## src/rtl/sbf_pkg.sv

```systemverilog
// shared types and constants of the separable bilateral filter
package sbf_pkg;

  localparam int PIX_W = 8;
  localparam int ROW_W = 12;
  localparam int COL_W = 11;
  localparam int WGT_W = 11;
  localparam int IDX_W = 8;
  localparam int CFG_W = 13;
  localparam int CFG_IDX_W = 2;
  localparam int PROD_W = 2 * WGT_W;
  localparam int RANGE_DEPTH = 256;
  localparam int WIDTH_CAP = 2048;
  localparam int HEIGHT_CAP = 4096;

  localparam logic [1:0] OP_PIXEL   = 2'd0;
  localparam logic [1:0] OP_RANGE   = 2'd1;
  localparam logic [1:0] OP_SPATIAL = 2'd2;

  localparam logic [CFG_IDX_W-1:0] REG_WIDTH  = 2'd0;
  localparam logic [CFG_IDX_W-1:0] REG_HEIGHT = 2'd1;
  localparam logic [CFG_IDX_W-1:0] REG_RADIUS = 2'd2;

  typedef struct packed {
    logic [1:0]       op;
    logic             frame_start;
    logic [PIX_W-1:0] pixel;
    logic [IDX_W-1:0] table_index;
    logic [WGT_W-1:0] table_value;
  } in_item_t;

  typedef struct packed {
    logic [ROW_W-1:0] out_row;
    logic [COL_W-1:0] out_col;
    logic [PIX_W-1:0] out_value;
    logic             last_of_run;
  } out_item_t;

endpackage

```

## src/rtl/sbf_stream_if.sv

```systemverilog
// valid/ready stream channel carrying one payload item
interface sbf_stream_if #(
  parameter type payload_t = logic
);
  logic     valid;
  logic     ready;
  payload_t payload;

  modport source (output valid, output payload, input ready);
  modport sink (input valid, input payload, output ready);
endinterface

```

## src/rtl/sbf_out_fifo.sv

```systemverilog
// two-entry result queue in front of the output channel
module sbf_out_fifo
  import sbf_pkg::*;
(
  input  logic      clk_i,
  input  logic      rst_ni,
  input  logic      push_i,
  input  out_item_t data_i,
  output logic      full_o,
  sbf_stream_if.source out_o
);
  out_item_t  mem_q [2];
  logic       wr_q, rd_q;
  logic [1:0] cnt_q;
  logic       pop;

  assign pop           = out_o.valid & out_o.ready;
  assign full_o        = cnt_q == 2'd2;
  assign out_o.valid   = cnt_q != 2'd0;
  assign out_o.payload = mem_q[rd_q];

  always_ff @(posedge clk_i or negedge rst_ni) begin
    if (!rst_ni) begin
      wr_q  <= 1'b0;
      rd_q  <= 1'b0;
      cnt_q <= '0;
    end else begin
      if (push_i) begin
        wr_q <= ~wr_q;
      end
      if (pop) begin
        rd_q <= ~rd_q;
      end
      cnt_q <= cnt_q + {1'b0, push_i} - {1'b0, pop};
    end
  end

  always_ff @(posedge clk_i) begin
    if (push_i) begin
      mem_q[wr_q] <= data_i;
    end
  end
endmodule

```

## src/flat_wrapper.sv

```systemverilog
// flat-port wrapper written by rule: the top's interface ports become plain ports
module sbf_out_fifo_flat import sbf_pkg::*;
  (clk_i, rst_ni, push_i, data_i, full_o, out_o_valid, out_o_payload, out_o_ready);
  sbf_stream_if out_o_i ();
  input  logic clk_i;
  input  logic rst_ni;
  input  logic push_i;
  input  out_item_t data_i;
  output logic full_o;
  output wire logic [$bits(out_o_i.valid)-1:0] out_o_valid;
  output wire logic [$bits(out_o_i.payload)-1:0] out_o_payload;
  input wire logic [$bits(out_o_i.ready)-1:0] out_o_ready;
  assign out_o_valid = out_o_i.valid;
  assign out_o_payload = out_o_i.payload;
  assign out_o_i.ready = out_o_ready;
  sbf_out_fifo u_core (.clk_i(clk_i), .rst_ni(rst_ni), .push_i(push_i), .data_i(data_i), .full_o(full_o), .out_o(out_o_i));
endmodule
```

## config.mk

```make
export PLATFORM = sky130hd
export DESIGN_NAME = sbf_out_fifo_flat
export DESIGN_NICKNAME = d
export VERILOG_FILES = /design/src/rtl/sbf_pkg.sv /design/src/rtl/sbf_stream_if.sv /design/src/rtl/sbf_out_fifo.sv /design/src/flat_wrapper.sv
export SDC_FILE = /design/constraint.sdc
export NUM_CORES = 1
export LEC_CHECK = 0
export BUFFER_PORTS_ARGS = -buffer_cell sky130_fd_sc_hd__buf_2
export CAP_MARGIN = 10
export CORE_AREA = 2 2 39 41
export DETAILED_ROUTE_END_ITERATION = 12
export DIE_AREA = 0 0 41 43
export MAX_ROUTING_LAYER = met4
export PLACE_DENSITY = 0.61
export SETUP_SLACK_MARGIN = 0.1
export SLEW_MARGIN = 30
export SYNTH_ARGS = -nofsm -noshare
export SYNTH_HDL_FRONTEND = slang
export SYNTH_SLANG_ARGS = --single-unit
```

## constraint.sdc

```tcl
create_clock -name clk_i -period 1.7 [get_ports clk_i]
set_clock_uncertainty 0.2 [all_clocks]
set_input_delay 0.34 -clock clk_i [delete_from_list [all_inputs] [get_ports clk_i]]
set_output_delay 0.34 -clock clk_i [all_outputs]
set_load 0.005 [all_outputs]
```

# After elaboration in Yosys (flattened, before gate mapping)
# Memory sizes are Yosys's and may differ from the RTL's.
# Cells that the tools add are included.
# totals
reg_bits	4
elab_cells	13
ram_bits	64
n_memories	1
# op_classes
add_sub_neg	2
n_reduce_logical	1
mux	2
eq_ne	1
n_bitwise	3
# memory_table
name	words	width	read_ports	rd_ports_with_merged_regs	write_ports	line	text
u_core.mem_q	2	32	1	0	1	sbf_out_fifo.sv:12	out_item_t mem_q [2];
# op_table
operator	count
2-bit by 1-bit adder with 2-bit output	1
2-bit equality test (second input constant)	1
1-bit two-way mux	2
1-bit inverter	2
2-bit nonzero test	1
2-bit by 1-bit subtractor with 2-bit output	1
1-bit AND	1

# Depth between registers and ports, before layout
# Gate-level depths: netlist (run 1).
# depth
ltp_word	3
mapped_depth	6

# Worst setup path after synthesis (run 1)
# OpenSTA, ideal clock, no wires.
# synth_path
path_type	register -> register
startpoint	reg u_core.cnt_q[1]
endpoint	reg u_core.cnt_q[1]
path_slack_ns	0.058
synth_period_minus_slack_ns	1.642
n_path_buf	0
arrival_time_ns	1.320
stages_incl_launch_ff	7
cell_sequence	dfrtp_1 > o21a_2 > ha_1 > inv_1 > ha_1 > xnor2_1 > xnor2_1
# synth_between
elab_chain_len	3
word_cells_on_any_way	4
# synth_lines
item	line	text
from (decl)	sbf_out_fifo.sv:14	logic [1:0] cnt_q;
from (signal assigned)	sbf_out_fifo.sv:34	cnt_q <= cnt_q + {1'b0, push_i} - {1'b0, pop};
2-bit nonzero test	sbf_out_fifo.sv:19	assign out_o.valid = cnt_q != 2'd0;
1-bit AND	sbf_out_fifo.sv:17	assign pop = out_o.valid & out_o.ready;
via u_core.pop	sbf_out_fifo.sv:15	logic pop;
2-bit by 1-bit subtractor with 2-bit output	sbf_out_fifo.sv:34	
# The timed path passes the listed nets, and every way through them passes these cells.
# A chain may end at the register's enable or synchronous reset.

# Worst setup path after layout (run 1)
# layout_path
startpoint	reg u_core.cnt_q[1]
endpoint	out out_o_valid
# layout_between
elab_chain_len	1
# layout_lines
item	line	text
2-bit nonzero test	sbf_out_fifo.sv:19	
to (decl)	flat_wrapper.sv:10	output wire logic [$bits(out_o_i.valid)-1:0] out_o_valid;
# No other way between the ends.

==> metrics.csv, run 1 <==
stage,metric,value,unit
yosys,yosysWarnings,0,
placed_design,post-place-ws,0.0458,ns
timing,fin_ws,0.0550,ns
power,leakage,0.208,nW
worst_setup_path,critical_path_required_time,1.16,ns
yosys,number_of_nets_produced_by_synthesis,58,
route,ant_nets,0,
worst_setup_path,crit_path_start_kind,flip-flop,
worst_setup_path,cp.arrival,1.10,ns
run_status,run_status,finished clean,
timing,finalSetupTns,0,ns
min_path,hold_path_class,in -> reg,
route,first_pass_iters,2,
finish,drive_gt1_share,59.5,%
route,wire_per_inst,9.43,µm
finish,layout.cells.most_common_list,"sky130_fd_sc_hd__buf_2 (5), sky130_fd_sc_hd__buf_6 (4), sky130_fd_sc_hd__dfrtp_1 (4), sky130_fd_sc_hd__clkbuf_4 (3), sky130_fd_sc_hd__buf_4 (3)",
grt,grt_max_degree,5,
placed_design,gp_congestion,0.624,
floorplanning,core_region_area,1380,µm²
worst_setup_path,crit-reg2reg-launch,u_core.cnt_q[0],
yosys,synth_area_leaders,"sky130_fd_sc_hd__dfrtp_1 (37%), sky130_fd_sc_hd__edfxtp_1 (22%), sky130_fd_sc_hd__ha_1 (9.2%)",
flow_run,cap_viol_max_count,0,
worst_setup_path,critical_path_peak_fanout,2,
grt,global_route.usage.total,8.79,%
floorplanning,ios,39,
finish,most_common_library_cell_in_the_layout_ignoring_fill_and_taps,sky130_fd_sc_hd__buf_2,
yosys,synth_top_area_share,36.7,%
grt,number_of_antenna_violations_at_the_first_check_in_global_routing,0,
yosys,synth.cell_area,273,µm²
yosys,synth-seq-area-share,58.7,%
floorplanning,die_width,41,µm
clock_tree,cts_inserted_buffers,3,
min_path,min-delay-start,data_i[0],
worst_setup_path,cell_count_of_the_worst_reg_to_reg_path,6,
min_path,hold-path-endpoint,u_core.mem_q[0][0],
route,drt_first_iter_violations,2,
clock_tree,h_tree_levels,1,
worst_setup_path,worst-r2r-setup-slack,0.06,ns
placed_design,place.port_buffers,7,
yosys,ys_seq_elements,6,
min_path,min_path_cells,1,
timing,post_layout_minimum_cycle_time,1.64,ns
floorplanning,initial_core_util,19.7,%
route,post-route-drc-count,0,
floorplanning,rows,14,
grt,grt_first_pass_wirelength,883,µm
placed_design,placed_instances,45,
timing,final_critical_path_share_of_the_clock_period,96.8,%
timing,setup_violations,0,
timing,fmax,608,MHz
yosys,post-synth-top-area-cell,sky130_fd_sc_hd__dfrtp_1,
power,worst_ir_drop_vdd,0.448,mV
finish,fin_cells,53,
worst_setup_path,endpoint_kind,output pin,
placed_design,total_cell_area_at_the_placement_stage,345,µm²
placed_design,hpwl,322,µm
timing,timing_worst_slew_pin_value,0.146,ns
floorplanning,die_h,43,µm
clock_tree,root_buffer,sky130_fd_sc_hd__clkbuf_4,
yosys,post_synth.cell_area_avg,13.6,µm²
finish,num-nets-final,76,
grt,grt_pass1_vias,226,
finish,finish.instance_area,460,µm²
timing,grt_setup_unrepaired,yes,
route,viasPerCell,3.70,
clock_tree,cts_sinks,6,
route,vias,196,
finish,num_antenna_cells,0,
clock_tree,path_clk_slew,0.05,ns
finish,syn_to_final_growth,68.8,%
clock_tree,tritoncts_clock_tree,done,
worst_setup_path,crit_path_kind,reg -> out,
timing,report.final.slew_viol_count,0,
power,power_density,1830,nW/µm²
yosys,synthesis.instances,20,
yosys,post_synth_num_cell_types,11,
grt,grt.overflow.total,0,
clock_tree,maximum_number_of_buffers_from_clock_root_to_sink,2,
timing,relSlewSlack,90.2,%
floorplanning,die-area,1760,µm²
route,postRouteWirelength,500,µm
timing,timing.final.hold_violations,0,
worst_setup_path,rr_endpoint,u_core.cnt_q[1],
clock_tree,clkLatencyLatePin,0.24,ns
layer usage:
metal | part of all wire [%] | GRT usage (%) | routed length, µm
met3 | 6.4 | 3.14 | 32
met4 | 4.2 | 10.0 | 21
met2 | 51 | 10.9 | 255
met5 | 0 | - | 0
met1 | 38 | 9.48 | 191
layout make-up:
type,instances,area (µm²)
clock buffer,4,26.3
fill,140,923
inverter,2,7.51
multi-input combinational,12,144
sequential,6,160
tap,16,20.0
timing repair buffer,13,103
how the worst max path moves through the flow:
stage / start / depth (start not counted) / to
2_1_floorplan: u_core.cnt_q[0] / 6 / u_core.cnt_q[1]
3_3_place_gp: u_core.cnt_q[0] / 6 / u_core.cnt_q[1]
3_5_place_dp: u_core.cnt_q[0] / 6 / u_core.cnt_q[1]
4_1_cts: u_core.cnt_q[1] / 3 / out_o_valid
5_1_grt: u_core.cnt_q[0] / 6 / u_core.cnt_q[1]
6_report: u_core.cnt_q[1] / 3 / out_o_valid
power by group:
group	internal [mW]	total, mW	leakage (nW)	switching [mW]
Combinational	0.290	0.444	0.128	0.154
Sequential	0.214	0.254	0.0654	0.0396
Clock	0.0892	0.146	0.0150	0.0565
Total	0.594	0.844	0.208	0.250
state kept, by name, summed over array words and instances, names as in the netlist:
name	flops
u_core.rd_q	1
u_core.cnt_q	2
u_core.mem_q	2
u_core.wr_q	1
kinds of logic (layout without fill, tap and decap cells):
logic type      Yosys count  after routing  synth area share (%)
flops                     6              6                  58.7
xor+xnor                  4              4                  12.8
simple gates              4              4                  9.18
fa+ha+maj                 2              2                  9.17
buf+inv                   2             19                  2.75
compound gates            1              1                  3.21
mux                       1              1                  4.13
worst max-delay path, stage by stage (launching register included):
cell                      delay (ns)
sky130_fd_sc_hd__dfrtp_1        0.39
sky130_fd_sc_hd__buf_6          0.12
sky130_fd_sc_hd__or2_4          0.24
sky130_fd_sc_hd__buf_6          0.11
Yosys cell counts:
cell type	instances
sky130_fd_sc_hd__and2_1	1
sky130_fd_sc_hd__dfrtp_1	4
sky130_fd_sc_hd__edfxtp_1	2
sky130_fd_sc_hd__ha_1	2
sky130_fd_sc_hd__inv_1	2
sky130_fd_sc_hd__mux2_2	1
sky130_fd_sc_hd__nor2b_1	2
sky130_fd_sc_hd__o21a_2	1
sky130_fd_sc_hd__or2_2	1
sky130_fd_sc_hd__xnor2_1	2
sky130_fd_sc_hd__xor2_1	2
through the flow:
stage	utilization (%)	hold slack [ns]	power [mW]
5_1_grt	33.3	0.0844	0.914
4_1_cts	32.5	0.0757	0.826
2_1_floorplan	-	-0.156	0.412
6_report	33.3	0.0797	0.844
3_3_place_gp	25.0	-0.0488	0.504
3_5_place_dp	25.0	-0.0435	0.514
repair_timing:
item                                    4_1_cts  5_1_grt
hold buffers                                  1        0
pin swaps                                     4        1
buffers inserted                              3        0
cloned                                        0        0
endpoints found under the setup margin        3        4
hold endpoints to repair                      4        0
resized for setup                             8        2
(Power assumes the default switching activity.)
==> run 2, diff against run 1 <==
Settings changed: ABC_AREA from default to 1, PLACE_DENSITY 0.61 to 0.64.
==> run 2 against run 1 <==
Non-clock buffer count shrank 3. Total power shrank 14%. Via count grew 21%. Sequential power shrank 2%. Worst hold slack gained 0.0063 ns. Critical endpoint is now u_core.cnt_q[1]. Largest cell class unchanged. Largest power group unchanged.
==> metrics.csv, run 2 <==
stage,metric,value,unit,change
floorplanning,rows,14,,unchanged
yosys,synth-main-ff-cell,sky130_fd_sc_hd__dfrtp_1,,unchanged
yosys,async_reset_ff_share,66.7,%,unchanged
route,viasPerCell,3.66,,was 3.70
worst_setup_path,critical_path_required_time,1.63,ns,was 1.16 ns
yosys,number_of_nets_produced_by_synthesis,73,,was 58
worst_setup_path,worst_setup_path_startpoint,u_core.cnt_q[0],,was u_core.cnt_q[1]
run_status,run_status,finished clean,,unchanged
route,wire_per_inst,7.37,µm,was 9.43 µm
worst_setup_path,critical_path_peak_fanout,3,,was 2
power,leakage,0.233,nW,was 0.208 nW
finish,finish.instance_area,428,µm²,was 460 µm²
route,postRouteWirelength,479,µm,was 500 µm
timing,timing.final.hold_violations,0,,unchanged
placed_design,place.port_buffers,7,,unchanged
finish,layout.cells.most_common_list,"sky130_fd_sc_hd__nand2_1 (10), sky130_fd_sc_hd__buf_2 (7), sky130_fd_sc_hd__inv_1 (6), sky130_fd_sc_hd__dfrtp_1 (4)",,"was sky130_fd_sc_hd__buf_2 (5), sky130_fd_sc_hd__buf_6 (4), sky130_fd_sc_hd__dfrtp_1 (4), sky130_fd_sc_hd__clkbuf_4 (3), sky130_fd_sc_hd__buf_4 (3)"
finish,most_common_library_cell_in_the_layout_ignoring_fill_and_taps,sky130_fd_sc_hd__nand2_1,,was sky130_fd_sc_hd__buf_2
grt,grt_max_degree,5,,unchanged
timing,fmax,656,MHz,was 608 MHz
min_path,hold_path_class,in -> reg,,unchanged
flow_run,cap_viol_max_count,0,,unchanged
route,drt_first_iter_violations,2,,unchanged
yosys,synth.cell_area,307,µm²,was 273 µm²
grt,number_of_antenna_violations_at_the_first_check_in_global_routing,0,,unchanged
finish,drive_gt1_share,40.8,%,was 59.5%
yosys,synth-edff-count,2,,unchanged
timing,worst_hold_slack,0.0860,ns,was 0.0797 ns
placed_design,total_cell_area_at_the_placement_stage,362,µm²,was 345 µm²
yosys,yosysWarnings,0,,unchanged
finish,nFillCells,155,,was 140
timing,final_critical_path_share_of_the_clock_period,89.7,%,was 96.8%
finish,syn_to_final_growth,39.6,%,was 68.8%
floorplanning,die_h,43,µm,unchanged
finish,num_antenna_cells,0,,unchanged
worst_setup_path,cp.arrival,1.45,ns,was 1.10 ns
clock_tree,maximum_number_of_buffers_from_clock_root_to_sink,2,,unchanged
yosys,netlist_top_cells_count,"sky130_fd_sc_hd__nand2_1 (10), sky130_fd_sc_hd__inv_1 (7), sky130_fd_sc_hd__dfrtp_1 (4)",,
finish,num-nets-final,88,,was 76
clock_tree,cts_inserted_buffers,3,,unchanged
min_path,min-delay-start,data_i[0],,unchanged
grt,grt_pass1_vias,212,,was 226
clock_tree,cts_sinks,6,,unchanged
route,vias,238,,was 196
route,post-route-drc-count,0,,unchanged
floorplanning,core_region_area,1380,µm²,unchanged
clock_tree,h_tree_levels,1,,unchanged
power,report.power.total,0.723,mW,was 0.844 mW
route,ant_nets,0,,unchanged
floorplanning,die-area,1760,µm²,unchanged
power,worst_ir_drop_vdd,0.556,mV,was 0.448 mV
timing,setup_violations,0,,unchanged
grt,global_route.usage.total,6.87,%,was 8.79%
floorplanning,die_width,41,µm,unchanged
worst_setup_path,crit-reg2reg-launch,u_core.cnt_q[0],,unchanged
yosys,synth.most_common_cell,sky130_fd_sc_hd__nand2_1,,was sky130_fd_sc_hd__dfrtp_1
yosys,synth_area_leaders,"sky130_fd_sc_hd__dfrtp_1 (33%), sky130_fd_sc_hd__edfxtp_1 (20%), sky130_fd_sc_hd__nand2_1 (12%)",,"was sky130_fd_sc_hd__dfrtp_1 (37%), sky130_fd_sc_hd__edfxtp_1 (22%), sky130_fd_sc_hd__ha_1 (9.2%)"
clock_tree,root_buffer,sky130_fd_sc_hd__clkbuf_4,,unchanged
timing,grt_setup_unrepaired,no,,was yes
placed_design,post-place-ws,0.131,ns,was 0.0458 ns
worst_setup_path,endpoint_kind,flip-flop,,was output pin
finish,postLayoutCoreUtil,30.9,%,was 33.3%
yosys,post-synth-top-area-cell,sky130_fd_sc_hd__dfrtp_1,,unchanged
route,first_pass_iters,2,,unchanged
grt,grt_first_pass_wirelength,759,µm,was 883 µm
clock_tree,clkLatencyLatePin,0.24,ns,about the same
timing,report.final.slew_viol_count,0,,unchanged
clock_tree,tritoncts_clock_tree,done,,unchanged
floorplanning,ios,39,,unchanged
clock_tree,path_clk_slew,0.05,ns,about the same
timing,post_layout_minimum_cycle_time,1.52,ns,was 1.64 ns
floorplanning,initial_core_util,22.2,%,was 19.7%
yosys,synth-seq-area-share,52.2,%,was 58.7%
timing,timing_worst_slew_pin_value,0.113,ns,was 0.146 ns
timing,fin_ws,0.176,ns,was 0.0550 ns
grt,grt.overflow.total,0,,unchanged
timing,relSlewSlack,92.4,%,was 90.2%
yosys,post_synth_num_cell_types,11,,unchanged
power,power_density,1690,nW/µm²,was 1830 nW/µm²
timing,finalSetupTns,0,ns,unchanged
yosys,synth_top_area_share,32.7,%,was 36.7%
yosys,post_synth.cell_area_avg,8.76,µm²,was 13.6 µm²
yosys,ys_seq_elements,6,,unchanged
finish,fin_cells,65,,was 53
yosys,synthesis.instances,35,,was 20
worst_setup_path,crit_path_start_kind,flip-flop,,unchanged
placed_design,gp_congestion,0.650,,was 0.624
worst_setup_path,worst-r2r-setup-slack,0.18,ns,was 0.06 ns
worst_setup_path,crit_path_kind,reg -> reg,,was reg -> out
placed_design,placed_instances,58,,was 45
finish,reg_top3,"u_core.cnt_q x2, u_core.mem_q x2",,unchanged
[run 2: cell count changes after synthesis, moves of 2 or more]
cell / delta
sky130_fd_sc_hd__xnor2_1: -2
sky130_fd_sc_hd__inv_1: +5
sky130_fd_sc_hd__nand2_1: +10
sky130_fd_sc_hd__nand3_1: +2
sky130_fd_sc_hd__inv_2: +2
sky130_fd_sc_hd__nor2_1: +2
sky130_fd_sc_hd__nor2b_1: -2
sky130_fd_sc_hd__nand2_2: +2
[run 2: final timing paths]
check | to | cells past startpoint
max in group asynchronous | u_core.cnt_q[1] | 2
min in group asynchronous | u_core.rd_q | 2
hold reg to reg | u_core.wr_q | 1
setup / recovery | u_core.cnt_q[1] | 9
hold / removal | u_core.mem_q[0][0] | 1
setup reg to reg | u_core.cnt_q[1] | 9
[run 2: power by group]
| group | internal (mW) | total [mW] | switching, mW |
|---|---|---|---|
| clock network | 0.0889 | 0.141 | 0.0518 |
| registers | 0.212 | 0.249 | 0.0368 |
| logic | 0.159 | 0.333 | 0.174 |
| total | 0.460 | 0.723 | 0.263 |
[run 2: worst max-delay path: stages (launching register included)]
cell	delay (ns)
sky130_fd_sc_hd__dfrtp_1	0.39
sky130_fd_sc_hd__inv_2	0.08
sky130_fd_sc_hd__nand2_4	0.06
sky130_fd_sc_hd__nand2_2	0.06
sky130_fd_sc_hd__inv_2	0.04
sky130_fd_sc_hd__ha_4	0.25
sky130_fd_sc_hd__inv_1	0.04
sky130_fd_sc_hd__ha_2	0.16
sky130_fd_sc_hd__nand3_1	0.08
sky130_fd_sc_hd__nand2_1	0.05
[run 2: logic make-up after synthesis]
logic type	after synthesis	share of synthesized area, %
and+or+nand+nor	17	25.7
buffers and inverters	9	11.0
DFF	6	52.2
adders and majority gates	2	8.16
xor gates and xnor gates	1	2.86
[run 2: timing repair]
| item | 4_1_cts | 5_1_grt |
|---|---|---|
| setup buffers | 0 | 2 |
| gates resized for setup | 0 | 3 |
| hold endpoints to repair | 4 | 0 |
| endpoints found under the setup margin | 0 | 2 |
| hold buffers | 1 | 0 |
[run 2: area by class of cell]
cell class	count	area [µm²]	area share, %
clock buffers	4	26.3	6.14
inverters	9	33.8	7.89
multi-input cells	20	128	29.8
flip-flops and latches	6	160	37.4
well taps	16	20.0	4.68
repair buffers	10	60.1	14.0
[run 2: metal layers]
metal	global-route usage, %	routed length [µm]
met5	-	0
met4	6.00	0
met3	3.14	36
met2	7.81	211
met1	8.67	231
