`src/rtl/sbf_pkg.sv`:
```
// shared types and constants of the separable bilateral filter
package sbf_pkg;

  localparam int PIX_W = 8;
  localparam int ROW_W = 12;
  localparam int COL_W = 11;
  localparam int WGT_W = 11;
  localparam int IDX_W = 8;
  localparam int CFG_W = 13;
  localparam int CFG_IDX_W = 2;
  localparam int PROD_W = 2 * WGT_W;
  localparam int RANGE_DEPTH = 256;
  localparam int WIDTH_CAP = 2048;
  localparam int HEIGHT_CAP = 4096;

  localparam logic [1:0] OP_PIXEL   = 2'd0;
  localparam logic [1:0] OP_RANGE   = 2'd1;
  localparam logic [1:0] OP_SPATIAL = 2'd2;

  localparam logic [CFG_IDX_W-1:0] REG_WIDTH  = 2'd0;
  localparam logic [CFG_IDX_W-1:0] REG_HEIGHT = 2'd1;
  localparam logic [CFG_IDX_W-1:0] REG_RADIUS = 2'd2;

  typedef struct packed {
    logic [1:0]       op;
    logic             frame_start;
    logic [PIX_W-1:0] pixel;
    logic [IDX_W-1:0] table_index;
    logic [WGT_W-1:0] table_value;
  } in_item_t;

  typedef struct packed {
    logic [ROW_W-1:0] out_row;
    logic [COL_W-1:0] out_col;
    logic [PIX_W-1:0] out_value;
    logic             last_of_run;
  } out_item_t;

endpackage

```
`src/rtl/sbf_div.sv`:
```
// iterative restoring divider producing an 8-bit quotient, one bit per cycle
module sbf_div
  import sbf_pkg::*;
#(
  parameter int NUM_W = 36,
  parameter int DEN_W = 27
) (
  input  logic             clk_i,
  input  logic             rst_ni,
  input  logic             start_i,
  input  logic [NUM_W-1:0] num_i,
  input  logic [DEN_W-1:0] den_i,
  output logic             done_o,
  output logic [PIX_W-1:0] quo_o
);
  localparam int STEP_W = $clog2(PIX_W);

  logic [NUM_W-1:0]  rem_q, rem_d;
  logic [DEN_W-1:0]  den_q;
  logic [PIX_W-1:0]  quo_q, quo_d;
  logic [STEP_W-1:0] step_q;
  logic              run_q, done_q;
  logic [NUM_W-1:0]  trial;
  logic              fits;

  // the caller guarantees the quotient stays below 256
  assign trial = NUM_W'(den_q) << (STEP_W'(PIX_W - 1) - step_q);
  assign fits  = rem_q >= trial;
  assign rem_d = fits ? rem_q - trial : rem_q;
  assign quo_d = {quo_q[PIX_W-2:0], fits};

  always_ff @(posedge clk_i or negedge rst_ni) begin
    if (!rst_ni) begin
      run_q  <= 1'b0;
      done_q <= 1'b0;
      step_q <= '0;
    end else begin
      done_q <= 1'b0;
      if (start_i) begin
        run_q  <= 1'b1;
        step_q <= '0;
      end else if (run_q) begin
        step_q <= step_q + 1'b1;
        if (step_q == STEP_W'(PIX_W - 1)) begin
          run_q  <= 1'b0;
          done_q <= 1'b1;
        end
      end
    end
  end

  always_ff @(posedge clk_i) begin
    if (start_i) begin
      rem_q <= num_i;
      den_q <= den_i;
      quo_q <= '0;
    end else if (run_q) begin
      rem_q <= rem_d;
      quo_q <= quo_d;
    end
  end

  assign done_o = done_q;
  assign quo_o  = quo_q;
endmodule

```
`config.mk`:
```
export PLATFORM = sky130hd
export DESIGN_NAME = sbf_div
export DESIGN_NICKNAME = d
export VERILOG_FILES = /design/src/rtl/sbf_pkg.sv /design/src/rtl/sbf_div.sv
export SDC_FILE = /design/constraint.sdc
export NUM_CORES = 1
export LEC_CHECK = 0
export ABC_AREA = 1
export BUFFER_PORTS_ARGS = -buffer_cell sky130_fd_sc_hd__buf_2
export CORE_MARGIN = 2
export CORE_UTILIZATION = 50
export CTS_BUF_LIST = sky130_fd_sc_hd__clkbuf_16
export DETAILED_ROUTE_END_ITERATION = 12
export GPL_ROUTABILITY_DRIVEN = 0
export PLACE_DENSITY = 0.73
export SLEW_MARGIN = 40
export SYNTH_ARGS = -nofsm -noshare
export SYNTH_HDL_FRONTEND = slang
export SYNTH_SLANG_ARGS = --single-unit
```
`constraint.sdc`:
```
create_clock -name clk_i -period 3.6 [get_ports clk_i]
set_input_delay 0.36 -clock clk_i [delete_from_list [all_inputs] [get_ports clk_i]]
set_output_delay 0.36 -clock clk_i [all_outputs]
set_load 0.005 [all_outputs]
```
### Yosys cells after proc, flatten, opt, wreduce, memory -nomap -nowiden

Cells that the tools add are included.

| storage, ports and cells | value |
|---|---|
| flip-flop bits (word level) | 76 |
| latch bits | 0 |
| memory bits (writable) | 0 |
| memory bits (read-only) | 0 |
| output and inout bits | 9 |
| memories kept | 0 |

| operators by class | value |
|---|---|
| add/sub/neg operators | 3 |
| multipliers | 0 |
| divide/modulo/power cells | 0 |
| magnitude comparators | 1 |
| eq/ne operators | 1 |
| shift-type cells | 1 |
| muxes and demuxes | 11 |
| bitwise gates (word level) | 0 |
| reduce and logical (&&, ||, !) cells | 3 |

Operator list:

| operator | number |
|---|---|
| 36-bit 2-to-1 mux | 3 |
| 36-bit greater-or-equal comparator | 1 |
| 27-bit by 3-bit << shifter with 36-bit output | 1 |
| 36-bit subtractor | 1 |
| 1-bit 2-to-1 mux | 6 |
| 3-bit 2-to-1 mux | 2 |
| 2-bit nonzero test | 2 |
| 3-bit by 1-bit adder with 3-bit output, second input constant | 1 |
| 3-bit equality test, second input constant | 1 |
| 3-bit subtractor, first input constant | 1 |
| 2-bit AND reduction | 1 |

### Logic depth before layout (Yosys ltp)

Gate-level depths: netlist of run 1.

| depth | value |
|---|---|
| depth after elaboration | 6 |
| depth in mapped cells | 22 |

### Least setup slack after synthesis of run 1

No wires, ideal clock.

| path | value |
|---|---|
| path type | reg-to-reg |
| start point | register step_q[0] |
| end point | register rem_q[0] (enable) |
| library setup time | 0.394 ns |
| arrival | 3.086 ns |
| path slack | 0.120 ns |
| stages on the path, launching flop included | 19 |
| buffers on the path | 1 |
| period minus slack after synthesis | 3.480 ns |
| path through | dfrtp_1 > inv_1 > clkbuf_1 > nand2_1 > nand3_1 > o21ai_0 > nand2_1 > o21ai_0 > ha_1 > nand2_1 > nor2_2 > inv_1 > nor2_1 > nand2_1 > nor3_2 > nor2_1 > nand2_1 > nand2_1 > nand2_1 |

| between the ends | value |
|---|---|
| word-level cells in the longest chain between the ends | 5 |

RTL lines:

| element | RTL line | text |
|---|---|---|
| from (decl) | sbf_div.sv:21 | `logic [STEP_W-1:0] step_q;` |
| from (signal assigned) | sbf_div.sv:43 | `step_q <= step_q + 1'b1;` |
| 3-bit subtractor | sbf_div.sv:27 | `assign trial = NUM_W'(den_q) << (STEP_W'(PIX_W - 1) - step_q);` |
| 27-bit by 3-bit << shifter with 36-bit output | sbf_div.sv:27 |  |
| 36-bit greater-or-equal comparator | sbf_div.sv:28 | `assign fits = rem_q >= trial;` |
| 2-bit nonzero test (no line) | n/a |  |
| 2-bit AND reduction (no line) | n/a |  |
| to (signal assigned) | sbf_div.sv:54 | `rem_q <= num_i;` |
| to (signal assigned) | sbf_div.sv:58 | `rem_q <= rem_d;` |
| to (decl) | sbf_div.sv:18 | `logic [NUM_W-1:0] rem_q, rem_d;` |

No other way between the ends.
A chain may end at the register's enable or synchronous reset.

### Final worst setup path of run 1

| path | value |
|---|---|
| start point | register step_q[0] |
| end point | register rem_q[31] (enable) |

Same word-level chain as after synthesis.

==> results.cfg, run 1 <==
[clock_network]
root_buffer = clkbuf_16
clkTransAtPathRegs_ns = 0.06
clockBufferDepth = 2
h-tree-depth = 3
clock-sinks = 76
cts_buffers = 9
clock_latency_ns = 0.36
cts_tree = yes

[sta]
clock_skew_ns = 0.0133
period_share_pct = 89.6
rsz0062_at_grt = no
drv_slew = 0
worst_pin_slew_ns = 0.802
fin_crit_ns = 3.23
fmax_ghz = 0.310
slew_headroom_pct = 46.5
finalHoldViolations = 0
holdWs_ns = 0.176
finalSetupViolCount = 0
fin_tns_setup_ns = 0

[critical_path]
startpoint = step_q[0]
path_class = reg -> reg
critPathMaxFanout = 25
critPathCaptureType = flip-flop
required_ns = 3.64
cp_cell_sequence = inv_1, buf_4, nand2_1, nand3_1, o21ai_0, or2_2, ha_1, nand2_1, inv_1, nand2_1, nor3_1, nand2_1, nand2_1, nor2_1, nand2_1, nand2_1, nand2_1, buf_4
critPathSlowestCell = dfrtp_1
cp-start-kind = flip-flop
slowest_delay_ns = 0.39
rr_startpoint = step_q[0]
worst_ep_arrival_time_ns = 3.27
cp_common_cell = nand2_1

[pwr]
ir_drop_uv = 457
p_leak_uw = 0.00366
p_per_area_mw_per_mm2 = 812

[layout]
syn2layout_area_growth_pct = 13.6
drive_above_1_share_pct = 13.7
nNetsFinal = 1128
diodes = 0

[synthesis]
ys_ff_latch = 76
synth_warnings = 0
ys_seq_area_share_pct = 34.4
yosys.cell_types.count = 37
synthArstFlopShare_pct = 6.58
avgSynthCellArea_um2 = 6.63
syn_inst = 954
synth_flop_cell = edfxtp_1
synth_area_mm2 = 0.00632
synthesis.nets = 1057
synth_edf_count = 63

[flow_run]
maxCapViolations = 0

[floorplan]
die-width_um = 116
initial_core_util_pct = 50.7
num_io_pins = 75
die_area_mm2 = 0.0136
core.rowCount = 41
die_h_um = 116
coreArea_mm2 = 0.0125

[routing]
first_iter_violations = 365
wl_per_cell_um = 13.4
vias = 6099
firstDrtPassIters = 5
wl_mm = 16.1
ant_nets = 0
via_per_inst = 5.07
drc_errors = 0

[global_routing]
track_usage_pct = 24.7
grt_max_degree = 77
grt_pass1_wl_mm = 25.8
grt_pass1_vias = 5551
antenna_found_initial = 0
gr-total-overflow = 0

[status]
status = completed

[worst_hold_path]
worstHoldStart = den_i[19]
hold_path.class = in -> reg

[placement]
detailedPlacementHpwl_mm = 12.4
portBuffers = 74
## worst max-delay path: cells and delay by family (launching register included)
family	cells	cell delay, ns
AO/OA/AOI/OAI	1	0.09
adder cells (fa/ha/maj)	1	0.37
AND/OR/NAND/NOR	12	1.40
flip-flops	1	0.39
buffers and inverters	4	0.66
## synth_stat cells, types with 2 or more instances
library cell  count  area share [%]
or2_2             6            0.59
edfxtp_1         63              30
o21ai_1           6            0.47
buf_1             5            0.30
nor2_1           65             3.9
dfxtp_1           8             2.5
xnor2_1           9             1.2
o21bai_1          5            0.59
nand3b_1          4            0.47
ha_1             36             7.1
nor2_2            4            0.40
buf_4             2            0.24
nand3_1          67             5.3
a21oi_1          33             2.6
mux2i_1           2            0.32
dfrtp_1           5             2.0
buf_2             7            0.55
nor3_1            9            0.71
nand2_1         376              22
or2_1             4            0.40
o21ai_0          76             6.0
nand2_2          18             1.8
nand4_1           2            0.20
nand3_2           6            0.95
inv_1           112             6.6
clkbuf_1         13            0.77
## state kept, by name (all words and copies together) (netlist names)
| signal | flops |
|---|---|
| den_q | 27 |
| done_o | 1 |
| quo_o | 8 |
| rem_q | 36 |
| run_q | 1 |
| step_q | 3 |
## per-stage QoR
stage,util [%],power [uW],instance area [um^2],std cells,setup WS [ns]
after floorplan,-,4100,6320,954,0.120
after global routing,57.6,6380,7180,1202,0.0237
final,57.6,5830,7180,1202,0.373
after detailed placement,55.2,4900,6880,1185,0.354
after CTS,57.5,5810,7170,1202,0.327
after global placement,55.2,4870,6880,1185,0.398
## final cells by class
class                           instances  area [um^2]
Multi-Input combinational cell        738         3600
Fill cell                            1246         5290
Inverter                              113          424
Sequential cell                        76         2180
Tap cell                              172          215
Clock inverter                          7         57.6
Clock buffer                            9          225
Timing Repair Buffer                   87          478
## metal layers
metal  global-route usage (%)  vias to the layer above  share of wire, %
li1                         -                     3209                 -
met1                     30.6                     2707                44
met2                     43.1                      154                49
met3                     3.37                       29               4.7
met4                     10.8                        0               2.6
met5                        0                        -                 0
## path summary, 6_finish.rpt
path	slack, ns	depth (start not counted)	to
worst max-delay path	0.37	18	rem_q[31]
worst max register to register	0.37	18	rem_q[31]
max in group asynchronous	3.11	2	step_q[2]
worst min register to register	0.49	2	quo_o[0]
min in group asynchronous	0.35	2	run_q
worst min-delay path	0.18	1	den_q[19]
## placed cells by master (no fill, tap or decap), types with 2 or more instances in the layout
master / netlist / final
a21oi_1: 33 / 33
nand2_1: 376 / 376
nor2_2: 4 / 4
o21ai_1: 6 / 6
clkinvlp_4: 0 / 2
buf_2: 7 / 74
o21ai_0: 76 / 76
nand4_1: 2 / 2
nand3_2: 6 / 6
inv_6: 0 / 3
clkbuf_16: 0 / 9
buf_4: 2 / 10
or2_2: 6 / 6
nand2_2: 18 / 18
or2_1: 4 / 4
edfxtp_1: 63 / 63
nor3_1: 9 / 9
dfxtp_1: 8 / 8
nor2_1: 65 / 65
buf_6: 0 / 2
ha_1: 36 / 36
o21bai_1: 5 / 5
xnor2_1: 9 / 9
mux2i_1: 2 / 2
nand3b_1: 4 / 4
dfrtp_1: 5 / 5
inv_1: 112 / 112
nand3_1: 67 / 67
## cells by family (layout without fill, tap and decap cells)
| family | count (synthesis) | after routing | synth area share, % |
|---|---|---|---|
| simple gates | 566 | 566 | 37.7 |
| buf+inv | 140 | 216 | 8.57 |
| compound gates | 123 | 123 | 10.2 |
| flops | 76 | 76 | 34.4 |
| fa+ha+maj | 37 | 37 | 7.44 |
| xor+xnor | 10 | 10 | 1.39 |
| mux | 2 | 2 | 0.317 |
## power by group
group / switching [uW] / internal, uW
combinational: 2250 / 1270
clock: 414 / 478
sequential: 128 / 1290
## what timing repair did
action                     in CTS  in global routing
gates resized for setup         0                  1
setup endpoints to repair       0                 22
buffers inserted                0                  0
hold endpoints to repair        5                  0
hold buffers                    1                  0
(Power assumes the default switching activity.)
==> run 2, diff against run 1 <==
Settings changed: CELL_PAD_IN_SITES_DETAIL_PLACEMENT from default to 2, CELL_PAD_IN_SITES_GLOBAL_PLACEMENT from default to 2, CORE_UTILIZATION 50 to 30, PLACE_DENSITY 0.73 to default, PLACE_DENSITY_LB_ADDON from default to 0.1.
==> run 2 against run 1 <==
Critical path type unchanged. Register-to-register slack lost 0.04 ns. Flip-flop and latch count is the same. Worst setup slack lost 0.036 ns. Largest cell class unchanged. Hold slack gained 0.0013 ns. First-iteration DRC count shrank 42%. Combinational power grew 12%. Clock power grew 3.7%. Utilization shrank 22 points. Maximum frequency shrank 1.1%.
==> results.cfg, run 2 (synthesis gave the netlist of run 1 again) <==
[status]
status = completed

[sta]
period_share_pct = 90.7
fin_crit_ns = 3.26
finalHoldViolations = 0
clock_skew_ns = 0.00899
rsz0062_at_grt = no
setup_ws_ns = 0.336
holdWs_ns = 0.178
drv_slew = 0
fin_tns_setup_ns = 0
fmax_ghz = 0.306
slew_headroom_pct = 60.9
finalSetupViolCount = 0
worst_pin_slew_ns = 0.587

[pwr]
finalPower_uw = 6300
p_per_area_mw_per_mm2 = 843
power_switching_share_pct = 50.1
power.switching_uw = 3160
p_leak_uw = 0.00375
ir_drop_uv = 265
seq_power_share_pct = 22.6
combPwrFrac_pct = 62.7
pwr-share-clk_pct = 14.7
intPower_uw = 3140

[global_routing]
grt_pass1_vias = 6897
grt_pass1_wl_mm = 36.3
track_usage_pct = 21.3
antenna_found_initial = 0
gr-total-overflow = 0
grt_max_degree = 40

[layout]
layout_commonest_cell = nand2_1
drive_above_1_share_pct = 15.0
largest_reg_flops = 36
nNetsFinal = 1140
final_cell_mix = 375 x nand2_1, 112 x inv_1, 74 x buf_2
diodes = 0
largest-register = rem_q
syn2layout_area_growth_pct = 18.2
utilization_pct = 35.9

[critical_path]
crit_buf_inv = 5
rr_startpoint = step_q[0]
cp_cell_sequence = inv_1, buf_12, nand2_1, nand3_1, o21ai_0, nand2_1, o21ai_0, buf_4, ha_1, nand2_1, inv_1, nand2_1, nor2_1, nand3_1, nor3_2, nor2_1, nand2_1, nand2_1, nand2_4, buf_8
critPathCaptureType = flip-flop
path_delay_family = simple AND/OR/NAND/NOR gates
cp-start-kind = flip-flop
worst_ep_arrival_time_ns = 3.33
slowest_delay_ns = 0.40
cp_common_cell = nand2_1
rr_worst_depth = 20
critPathSlowestCell = dfrtp_1
required_ns = 3.66
path_class = reg -> reg
critPathMaxFanout = 25
cp.depth = 20
startpoint = step_q[0]

[clock_network]
h-tree-depth = 3
clkTransAtPathRegs_ns = 0.07
clock_latency_ns = 0.36
clock-sinks = 76
cts_tree = yes
clockBufferDepth = 2
root_buffer = clkbuf_16
cts_buffers = 9

[worst_hold_path]
worstHoldStart = den_i[23]
hold_path.class = in -> reg
holdPathStages = 1

[floorplan]
core.rowCount = 53
die-width_um = 149
coreArea_mm2 = 0.0208
die_h_um = 149
num_io_pins = 75
initial_core_util_pct = 30.4
die_area_mm2 = 0.0223

[placement]
detailedPlacementHpwl_mm = 18.5
portBuffers = 74
post-place-ws_ns = 0.0624

[routing]
via_per_inst = 4.87
drc_errors = 0
vias = 6419
ant_nets = 0
routed.top_layer = met4
wl_per_cell_um = 17.5
route.met2.wl_mm = 12.1
wirelength_met1_mm = 10.0
first_iter_violations = 211
wl_mm = 23.0
wl_met3_um = 363
firstDrtPassIters = 4

[flow_run]
maxCapViolations = 0
-- run 2: cell count changes in the layout (fill, tap and decap cells not counted), sizes merged --
cell / delta
buf: +11
clkbuf: +1
-- run 2: worst register-to-register path, delay by kind of cell (launching register included) --
family,cells,cell delay (ns)
AOI/OAI and AO/OA,2,0.21
and+or+nand+nor,12,1.32
DFF,1,0.40
adders and majority gates,1,0.35
buffers and inverters,5,0.70
-- run 2: power groups by stage --
stage               Clock (uW)  Combinational [uW]  Sequential [uW]
floorplan                    0                2720             1380
global placement             0                3800             1440
detailed placement           0                3900             1450
CTS                        953                3930             1430
global route               975                4480             1450
finish                     924                3950             1420
-- run 2: worst paths after layout --
check                      slack (ns)   endpoint
min                              0.18  den_q[23]
min in group asynchronous        0.38     done_o
max                              0.34  rem_q[10]
min reg2reg                      0.49   quo_o[0]
max reg2reg                      0.34  rem_q[10]
max in group asynchronous        3.07  step_q[0]
-- run 2: cell type report --
cell class / count / area (um^2)
Clock buffer: 9 / 225
Clock inverter: 7 / 57.6
Fill cell: 2616 / 13400
Inverter: 113 / 424
Multi-Input combinational cell: 738 / 3620
Sequential cell: 76 / 2180
Tap cell: 275 / 344
Timing Repair Buffer: 99 / 627
-- run 2: routing by layer --
metal	global-route usage [%]	up-vias
met5	0	-
met4	7.10	0
met3	2.29	24
met2	40.1	69
met1	25.1	3094
li1	-	3232
-- run 2: metrics by stage --
| stage | cells | area, um^2 |
|---|---|---|
| 6_report | 1317 | 7470 |
| 5_1_grt | 1317 | 7470 |
| 4_1_cts | 1313 | 7390 |
| 3_5_place_dp | 1296 | 7090 |
| 3_3_place_gp | 1296 | 7090 |
| 2_1_floorplan | 954 | 6320 |
-- run 2: timing repair --
action / in CTS / in global routing
resized for setup: 0 / 13
setup buffers: 0 / 3
hold buffers: 1 / 0
endpoints found under the setup margin: 0 / 37
hold endpoints to repair: 5 / 0
==> run 3, diff against run 2 <==
Settings changed: CORE_UTILIZATION 30 to 35, HOLD_SLACK_MARGIN from default to 0.02.
Clock period 3.6 ns to 4.2 ns, I/O delays scaled along.
==> run 3 against run 2 <==
Cell count fell by 4.6%. Non-clock buffer count fell by 14. Routed wire length fell by 3.9%. Largest power group unchanged. Clock skew fell by 0.00073 ns.
==> results.cfg, run 3 (synthesis gave the netlist of run 1 again) <==
[floorplan]
die-width_um = 138
die_h_um = 138
initial_core_util_pct = 35.4
num_io_pins = 75
die_area_mm2 = 0.0192
core.rowCount = 49
coreArea_mm2 = 0.0178

[sta]
period_share_pct = 89.6
clock_skew_ns = 0.00826
worst_pin_slew_ns = 0.795
drv_slew = 0
rsz0062_at_grt = no
finalSetupViolCount = 0
fin_tns_setup_ns = 0
slew_headroom_pct = 46.9
fmax_ghz = 0.266
fin_crit_ns = 3.76
holdWs_ns = 0.233
finalHoldViolations = 0

[global_routing]
grt_max_degree = 75
track_usage_pct = 23.7
grt_pass1_wl_mm = 36.2
antenna_found_initial = 0
grt_pass1_vias = 6984
gr-total-overflow = 0

[layout]
n_fill_cell = 2225
largest_reg_flops = 36
multi_input_area_mm2 = 0.00360
design_area_mm2 = 0.00724
final_cell_mix = 376 x nand2_1, 111 x inv_1, 75 x o21ai_0
nNetsFinal = 1126
drive_above_1_share_pct = 13.6
diodes = 0
layout_commonest_cell = nand2_1
syn2layout_area_growth_pct = 14.5
largest-register = rem_q
ff_latch_area_mm2 = 0.00218

[critical_path]
critPathCaptureType = flip-flop
required_ns = 4.23
critPathMaxFanout = 22
path_class = reg -> reg
worst_ep_arrival_time_ns = 3.80
cp-start-kind = flip-flop

[clock_network]
clkTransAtPathRegs_ns = 0.07
cts_buffers = 9
clock_latency_ns = 0.36
h-tree-depth = 3
clock-sinks = 76
cts_tree = yes
root_buffer = clkbuf_16
clockBufferDepth = 2
post_cts_buffers = 0

[pwr]
p_leak_uw = 0.00365
p_per_area_mw_per_mm2 = 725
ir_drop_uv = 287

[routing]
via_per_inst = 5.07
first_iter_violations = 278
drc_errors = 0
firstDrtPassIters = 4
ant_nets = 0
wl_per_cell_um = 17.6
wl_mm = 22.1
vias = 6369

[placement]
place_area_mm2 = 0.00694
portBuffers = 74
detailedPlacementHpwl_mm = 18.0

[flow_run]
maxCapViolations = 0

[worst_hold_path]
hold_path.class = in -> reg

[status]
status = completed
run 3: final cells by class:
class / count / share of cell area [%]
clock buffers: 9 / 3.11
clock inverters: 7 / 0.864
inverters: 113 / 5.91
multi-input cells: 738 / 49.8
flip-flops and latches: 76 / 30.1
well taps: 229 / 3.96
repair buffers: 85 / 6.34
run 3: power by group:
part / internal (uW) / switching, uW / leakage, uW / total, uW
combinational: 1090 / 2140 / 0.00274 / 3230
clock: 415 / 387 / 0.000139 / 802
sequential: 1110 / 109 / 0.000776 / 1220
total: 2610 / 2640 / 0.00365 / 5250
run 3: critical path, cell delays in order (launching register included):
cell        delay, ns
dfrtp_1          0.40
clkinvlp_4       0.26
buf_4            0.27
nand2_1          0.07
nand2_1          0.07
o21ai_0          0.21
inv_1            0.10
o21ai_0          0.35
ha_1             0.28
nand2_2          0.12
nor2_4           0.17
inv_1            0.05
nor2_1           0.12
nand3_1          0.10
nor3_2           0.12
nor2_1           0.07
nand2_1          0.10
nand2_1          0.08
nand2_1          0.12
buf_4            0.34
run 3: what timing repair did:
action                                  CTS  global route
endpoints found under the setup margin    0            22
hold buffers                              1             0
hold endpoints to repair                  5             0
resized for setup                         0             2
run 3: metal layers:
metal	global-route usage (%)	wire length, um
met5	0	0
met2	45.3	12000
met3	2.39	350
met1	27.8	9380
met4	6.77	380
run 3: stage by stage:
stage | instances | power, uW | worst slack, ns | util (%)
5_1_grt | 1257 | 5770 | 0.0701 | 40.6
3_5_place_dp | 1240 | 4490 | 0.381 | 38.9
4_1_cts | 1257 | 5320 | 0.246 | 40.5
6_report | 1257 | 5250 | 0.435 | 40.6
3_3_place_gp | 1240 | 4380 | 0.696 | 38.9
2_1_floorplan | 954 | 3510 | 0.720 | -
run 3: worst paths after layout:
path	from	end	slack [ns]	cells after the start
worst max-delay path	step_q[0]	rem_q[18]	0.44	19
max in group asynchronous	rst_ni	step_q[2]	3.64	2
min in group asynchronous	rst_ni	run_q	0.42	2
worst min-delay path	den_i[25]	den_q[25]	0.23	1
worst min register to register	quo_o[0]	quo_o[0]	0.50	2
worst max register to register	step_q[0]	rem_q[18]	0.44	19
